==> src/rtl/core/sha1_pkg.sv <==
// Package: types and constants for the SHA-1 message hasher.
`timescale 1ns / 1ps
package sha1_pkg;

  typedef struct packed {
    logic [7:0] msg_byte;
    logic       has_byte;
    logic       last;
  } in_item_t;

  typedef struct packed {
    logic [31:0] digest_word;
    logic [2:0]  word_index;
    logic        last_word;
  } out_item_t;

  localparam logic [31:0] IV0 = 32'h67452301;
  localparam logic [31:0] IV1 = 32'hefcdab89;
  localparam logic [31:0] IV2 = 32'h98badcfe;
  localparam logic [31:0] IV3 = 32'h10325476;
  localparam logic [31:0] IV4 = 32'hc3d2e1f0;
  localparam logic [31:0] K0 = 32'h5a827999;
  localparam logic [31:0] K1 = 32'h6ed9eba1;
  localparam logic [31:0] K2 = 32'h8f1bbcdc;
  localparam logic [31:0] K3 = 32'hca62c1d6;
  localparam logic [7:0]  PAD_BYTE = 8'h80;

  function automatic logic [31:0] iv(input logic [2:0] i);
    case (i)
      3'd0: iv = IV0;
      3'd1: iv = IV1;
      3'd2: iv = IV2;
      3'd3: iv = IV3;
      default: iv = IV4;
    endcase
  endfunction

endpackage

==> src/rtl/core/sha1_message_hasher.sv <==
// Top level: byte-serial SHA-1 hasher with a 16-word schedule memory.
`timescale 1ns / 1ps
// One byte at most is taken per item; a byte takes a read of the schedule word,
// then a merge and write back. Each 64th byte starts a compression: a prefetch
// step, then 80 rounds with one schedule memory read per cycle and one write in
// each round from 16 on, then a step that adds the round state into the chaining
// value. A last item adds padding, one byte at a time, plus one or two compressions,
// then gives the five digest words, h0 first, one per cycle while not stalled.
// Input stall is high whenever the block is busy.
module sha1_message_hasher (
  input  logic                 clk,
  input  logic                 rst,
  input  logic                 in_valid,
  output logic                 in_stall,
  input  sha1_pkg::in_item_t   in_data,
  output logic                 out_valid,
  input  logic                 out_stall,
  output sha1_pkg::out_item_t  out_data
);

  localparam logic [2:0] S_IDLE = 3'd0;
  localparam logic [2:0] S_PUT  = 3'd1;
  localparam logic [2:0] S_PAD  = 3'd2;
  localparam logic [2:0] S_PRE  = 3'd3;
  localparam logic [2:0] S_RND  = 3'd4;
  localparam logic [2:0] S_ADD  = 3'd5;
  localparam logic [2:0] S_OUT  = 3'd6;

  logic [2:0]  state;
  logic [31:0] wmem [16];
  logic [31:0] rd;
  logic [3:0]  raddr;
  logic        we;
  logic [3:0]  waddr;
  logic [31:0] wdata;

  logic [31:0] cv [5];
  logic [31:0] a, b, c, d, e;
  logic [63:0] bit_length;
  logic [5:0]  pos;
  logic [7:0]  cur_byte;
  logic        padding;
  logic        pad_mark;
  logic        pad_len;
  logic [3:0]  len_idx;
  logic [6:0]  rnd;
  logic [2:0]  widx;
  logic [31:0] x0, x1, x2;

  // byte merge
  logic [31:0] merged;
  always_comb begin
    merged = (pos[1:0] == 2'd0) ? 32'd0 : rd;
    unique case (pos[1:0])
      2'd0: merged[31:24] = cur_byte;
      2'd1: merged[23:16] = cur_byte;
      2'd2: merged[15:8]  = cur_byte;
      default: merged[7:0] = cur_byte;
    endcase
  end

  // rounds: schedule from four words; three come from the window registers
  logic [31:0] w, f, k, tmp;
  always_comb begin
    if (rnd < 7'd16) w = rd;
    else begin
      w = x0 ^ x1 ^ x2 ^ rd;
      w = {w[30:0], w[31]};
    end
    if (rnd < 7'd20) begin
      f = (b & c) | (~b & d); k = sha1_pkg::K0;
    end else if (rnd < 7'd40) begin
      f = b ^ c ^ d; k = sha1_pkg::K1;
    end else if (rnd < 7'd60) begin
      f = (b & c) | (b & d) | (c & d); k = sha1_pkg::K2;
    end else begin
      f = b ^ c ^ d; k = sha1_pkg::K3;
    end
    tmp = {a[26:0], a[31:27]} + f + e + k + w;
  end

  // A round needs words t-3,t-8,t-14,t-16. A single read port per cycle is used by
  // keeping a 16-entry shadow of recent words in the window registers below.
  logic [31:0] win [16];
  always_comb begin
    x0 = win[4'(rnd + 7'd13)];
    x1 = win[4'(rnd + 7'd8)];
    x2 = win[4'(rnd + 7'd2)];
  end

  always_comb begin
    raddr = 4'(rnd);
    if (state == S_IDLE || state == S_PAD) raddr = pos[5:2];
    if (state == S_PRE) raddr = 4'd0;
    if (state == S_RND) raddr = 4'(rnd + 7'd1);
  end

  always_ff @(posedge clk) begin
    rd <= wmem[raddr];
    if (we) wmem[waddr] <= wdata;
  end

  always_comb begin
    we = 1'b0; waddr = pos[5:2]; wdata = merged;
    if (state == S_PUT) we = 1'b1;
    if (state == S_RND && rnd >= 7'd16) begin
      we = 1'b1; waddr = 4'(rnd); wdata = w;
    end
  end

  assign in_stall = (state != S_IDLE);
  assign out_valid = (state == S_OUT);
  assign out_data.digest_word = cv[widx];
  assign out_data.word_index = widx;
  assign out_data.last_word = (widx == 3'd4);

  // next padding byte: 0x80 once, zeros, then the length big-endian
  logic [7:0] pad_byte;
  always_comb begin
    if (!pad_mark) pad_byte = sha1_pkg::PAD_BYTE;
    else if (!pad_len) pad_byte = 8'd0;
    else pad_byte = 8'(bit_length >> (7'd56 - {len_idx[2:0], 3'd0}));
  end

  always_ff @(posedge clk) begin
    if (rst) begin
      state <= S_IDLE;
      bit_length <= '0;
      pos <= '0;
      padding <= 1'b0;
      pad_mark <= 1'b0;
      pad_len <= 1'b0;
      len_idx <= '0;
      rnd <= '0;
      widx <= '0;
      for (int i = 0; i < 5; i++) cv[i] <= sha1_pkg::iv(3'(i));
    end else begin
      unique case (state)
        S_IDLE: if (in_valid) begin
          cur_byte <= in_data.msg_byte;
          padding <= in_data.last;
          pad_mark <= 1'b0;
          pad_len <= 1'b0;
          len_idx <= '0;
          if (in_data.has_byte) begin
            bit_length <= bit_length + 64'd8;
            state <= S_PUT;
          end else if (in_data.last) begin
            cur_byte <= sha1_pkg::PAD_BYTE;
            padding <= 1'b1;
            state <= S_PAD;
          end
        end
        S_PAD: begin
          cur_byte <= pad_byte;
          pad_mark <= 1'b1;
          state <= S_PUT;
        end
        S_PUT: begin
          pos <= pos + 6'd1;
          if (pad_mark) begin
            if (pad_len) len_idx <= len_idx + 4'd1;
            else if (pos + 6'd1 == 6'd56) pad_len <= 1'b1;
          end
          if (pos == 6'd63) begin
            rnd <= '0;
            state <= S_PRE;
          end else if (padding) state <= S_PAD;
          else state <= S_IDLE;
        end
        S_PRE: begin
          a <= cv[0]; b <= cv[1]; c <= cv[2]; d <= cv[3]; e <= cv[4];
          state <= S_RND;
        end
        S_RND: begin
          win[4'(rnd)] <= w;
          e <= d; d <= c; c <= {b[1:0], b[31:2]}; b <= a; a <= tmp;
          rnd <= rnd + 7'd1;
          if (rnd == 7'd79) state <= S_ADD;
        end
        S_ADD: begin
          cv[0] <= cv[0] + a; cv[1] <= cv[1] + b; cv[2] <= cv[2] + c;
          cv[3] <= cv[3] + d; cv[4] <= cv[4] + e;
          widx <= '0;
          if (padding && pad_len && len_idx == 4'd8) state <= S_OUT;
          else if (padding) state <= S_PAD;
          else state <= S_IDLE;
        end
        S_OUT: if (!out_stall) begin
          if (widx == 3'd4) begin
            widx <= '0;
            state <= S_IDLE;
            bit_length <= '0;
            pos <= '0;
            padding <= 1'b0;
            pad_mark <= 1'b0;
            pad_len <= 1'b0;
            for (int i = 0; i < 5; i++) cv[i] <= sha1_pkg::iv(3'(i));
          end else begin
            widx <= widx + 3'd1;
          end
        end
        default: state <= S_IDLE;
      endcase
    end
  end

endmodule

==> config.mk <==
export PLATFORM = sky130hd
export DESIGN_NAME = sha1_message_hasher
export DESIGN_NICKNAME = d
export VERILOG_FILES = /design/src/rtl/core/sha1_pkg.sv /design/src/rtl/core/sha1_message_hasher.sv
export SDC_FILE = /design/constraint.sdc
export NUM_CORES = 2
export LEC_CHECK = 0
export BUFFER_PORTS_ARGS = -buffer_cell sky130_fd_sc_hd__buf_2
export CORE_MARGIN = 1
export CORE_UTILIZATION = 35
export CTS_CLUSTER_DIAMETER = 60
export CTS_CLUSTER_SIZE = 25
export DETAILED_ROUTE_END_ITERATION = 6
export PLACE_DENSITY = 0.57
export SETUP_SLACK_MARGIN = 0.05
export SLEW_MARGIN = 20
export SYNTH_ARGS = -nofsm -noshare
export SYNTH_HDL_FRONTEND = slang
export SYNTH_SLANG_ARGS = --single-unit
==> constraint.sdc <==
create_clock -name clk -period 10.54 [get_ports clk]
set_input_delay 1.054 -clock clk [delete_from_list [all_inputs] [get_ports clk]]
set_output_delay 1.054 -clock clk [all_outputs]
set_load 0.01 [all_outputs]
==> results.sh <==
export IMPL_drt_iter0_drc=6147
export IMPL_ios=52
export IMPL_synthTopCellsByArea="edfxtp_1, mux4_2, nand2_1, ha_1, fa_1"
export IMPL_drv_cap=0
export IMPL_synthAdderAreaFrac=0.0632
export IMPL_skew_ns=0.0448
export IMPL_total_power_uw=12200
export IMPL_route_vias_total=53626
export IMPL_wl_per_cell_um=26.0
export IMPL_synth_edf_count=1352
export IMPL_async_reset_ff_frac=0
export IMPL_synth_top_area_share=0.503
export IMPL_regArea_um2=43100
export IMPL_syn_avg_cell_area_um2=12.9
export IMPL_holdPathEnd="bit_length[55]$_SDFFE_PP0P_"
export IMPL_hold_depth=2
export IMPL_io_buffers=51
export IMPL_required_ns=11.10
export IMPL_max_stage_delay_ns=0.81
export IMPL_start_util=0.353
export IMPL_synthCells=6238
export IMPL_hold_viol=0
export IMPL_fillers=21329
export IMPL_mostFrequentLayoutCell="edfxtp_1"
export IMPL_min_from="bit_length[55]$_SDFFE_PP0P_"
export IMPL_post_route_period_util=0.880
export IMPL_area_delta_synth_final_pct=10.1
export IMPL_synth_top_family_by_area="multiplexers"
export IMPL_dp_hpwl_um=156000
export IMPL_tritoncts="yes"
export IMPL_drcViolationCount=0
export IMPL_num_rows=175
export IMPL_pre_cts_ws_ns=1.05
export IMPL_synth_flop_cell="edfxtp_1"
export IMPL_fmax_mhz=108
export IMPL_multiInputGateArea_um2=35800
export IMPL_synth_simple_area_share=0.106
export IMPL_design_core_area_um2=228000
export IMPL_nNetsFinal=6500
export IMPL_critPathMaxFanout=39
export IMPL_cp_top_family="adder cells"
export IMPL_numCtsBuffers=115
export IMPL_tns_ns=0
export IMPL_synth_compound_area_share=0.0760
export IMPL_final_cell_mix="edfxtp_1, nand2_1, mux4_2"
export IMPL_slew_headroom=0.244
export IMPL_die_area_um2=233000
export IMPL_ant_nets=0
export IMPL_die_w_um=482
export IMPL_holdCritPathClass="reg -> reg"
export IMPL_cp_arrival_ns=9.83
export IMPL_cp_num_buf_inv=5
export IMPL_numClockSinks=1474
export IMPL_worst_r2r_setup_slack_ns=1.27
export IMPL_cellPowerDensity_nw_per_um2=137
export IMPL_clk_latency_ns=0.81
export IMPL_worst_slew_pin_transition_ns=1.13
export IMPL_worstSetupStartpointType="flip-flop"
export IMPL_gp_congestion=0.889
export IMPL_postCtsHoldBufs=0
export IMPL_clkTransAtPathRegs_ns=0.09
export IMPL_drt_vias_per_instance=5.78
export IMPL_antenna_found_initial=15
export IMPL_synth_seq_cells=1474
export IMPL_status="complete, no violations"
export IMPL_drv_slew=0
export IMPL_synth_area_mux_share=0.162
export IMPL_ctsResizeCount=0
export IMPL_cts_setup_buffers=0
export IMPL_timing_rr_start="rnd[1]$_SDFFE_PP0P_"
export IMPL_vdd_drop_max_v=0.000123
export IMPL_synth_fp_nets=6585
export IMPL_synth_top_area_cell="edfxtp_1"
export IMPL_p_leak_uw=0.0301
export IMPL_grt_max_degree=195
export IMPL_grt_usage=0.205
export IMPL_synth_xor_area_share=0.0303
export IMPL_r2r_end="a[31]$_DFFE_PP_"
export IMPL_seq_area_frac_synth=0.533
export IMPL_finalSetupViolCount=0
export IMPL_period_needed_ns=9.27
export IMPL_firstDrtPassIters=6
export IMPL_ys_types=88
export IMPL_grt_ovfl_total=0
export IMPL_synth_area_um2=80700
export IMPL_grt_pass1_wl_um=354000
export IMPL_critPathSlowestCell="ha_4"
export IMPL_fin_util=0.389
export IMPL_htree_levels=3
export IMPL_die_h_um=482
export IMPL_first_global_vias=51691
export IMPL_drive_above_1_share=0.164
export IMPL_r2r_cells=25
export IMPL_timing_hold_ws_ns=0.516
export IMPL_path_class="reg -> reg"
export IMPL_crit_path_end_kind="flip-flop"
export IMPL_cts_buffer_depth=3
export IMPL_setup_slack_ns=1.27
export IMPL_yosys_warnings=0
export IMPL_routed_wirelength_um=241000
export IMPL_cts_root_buffer_cell="clkbuf_16"
export IMPL_rsz0062_at_grt="false"
-- synthesized netlist by cell type, types with 8 or more instances --
cell and count:
nand3_1 195, a211oi_1 34, o221a_2 8, a31oi_1 55
inv_1 250, mux2_2 37, xor2_1 118, o21a_1 37
ha_1 208, o21ai_1 74, nor4_1 13, clkbuf_1 267
and2_1 20, a21oi_1 225, a22oi_1 9, xnor2_1 155
nand4_1 14, dfxtp_1 122, nor3b_1 34, mux2i_1 82
nand2b_1 34, o21ai_0 178, edfxtp_1 1352, nor2b_1 33
nor2_1 253, o31ai_1 12, nor3_1 70, buf_1 60
nand2_1 1117, a21o_1 73, mux4_2 523, fa_1 125
o21bai_1 23, and3_1 91, a311oi_1 101, or3_1 40
o221ai_1 26, buf_2 26
-- sequential cells by signal, indices dropped and copies added (netlist names), 7 cells and up, named ones only --
name / flops
win: 512
wmem: 512
cv: 160
bit_length: 61
a: 32
b: 32
c: 32
d: 32
e: 32
rd: 32
cur_byte: 8
rnd: 7
-- through the flow --
stage               instance area (um2)  std cells
global placement                  84600       9044
finish                            88900       9281
CTS                               88800       9262
floorplan                         80700       6238
detailed placement                84600       9044
global route                      88900       9279
-- power breakdown --
part	switching, uW	internal, uW	leakage, uW
registers	66.5	6440	0.0131
logic	569	333	0.0150
clock network	2470	2330	0.00198
total	3100	9100	0.0301
-- routing by layer --
layer  global-route usage  part of all wire  routed length [um]  vias up
met5                    0          0.000058                  14        -
met2                0.318              0.46              110000     2324
met4               0.0710             0.035                8390        2
li1                     -                 -                   -    23493
met3               0.0412             0.088               21200      326
met1                0.287              0.42              101000    27481
-- cell type report --
cell class                      count  share of cell area
Inverter                          254              0.0107
Antenna cell                       18            0.000507
Timing Repair Buffer              154              0.0125
Multi-Input combinational cell   4154               0.403
Sequential cell                  1474               0.484
Tap cell                         3009              0.0424
Clock buffer                      126              0.0339
Clock inverter                     92              0.0125
-- worst max path at each step --
stage | to | startpoint | slack (ns) | cells after the start
after global placement | a[31]$_DFFE_PP_ | rnd[0]$_SDFFE_PP0P_ | 1.10 | 20
final | a[31]$_DFFE_PP_ | rnd[1]$_SDFFE_PP0P_ | 1.27 | 25
after global routing | a[31]$_DFFE_PP_ | rnd[1]$_SDFFE_PP0P_ | 0.67 | 25
after detailed placement | a[31]$_DFFE_PP_ | rnd[0]$_SDFFE_PP0P_ | 1.05 | 20
after floorplan | a[0]$_DFFE_PP_ | rst | 0.64 | 3
after CTS | a[31]$_DFFE_PP_ | rnd[0]$_SDFFE_PP0P_ | 1.05 | 20
-- worst register-to-register path, cell delays in order (launching register included) --
cell	delay [ns]
dfxtp_4	0.77
inv_1	0.32
ha_4	0.81
buf_4	0.41
mux4_2	0.53
mux4_2	0.48
xor2_1	0.19
xnor2_1	0.18
mux2_2	0.46
fa_1	0.43
inv_1	0.08
fa_1	0.44
fa_1	0.53
inv_1	0.04
ha_1	0.20
inv_1	0.09
fa_1	0.20
nor2b_1	0.07
o31a_1	0.28
o221a_2	0.28
a221oi_1	0.72
o21ai_1	0.30
a2111oi_0	0.64
o31ai_1	0.17
xnor2_1	0.15
mux2_4	0.25
-- cell families (layout without fill, tap and decap cells) --
group,after synthesis,in the layout
and+or+nand+nor,1955,1955
DFF,1474,1474
AOI/OAI and AO/OA,945,945
muxes,645,645
buffers and inverters,610,626
adders and majority gates,333,333
xor gates and xnor gates,276,276
other,0,18
Power figures use the tool's default switching activity.
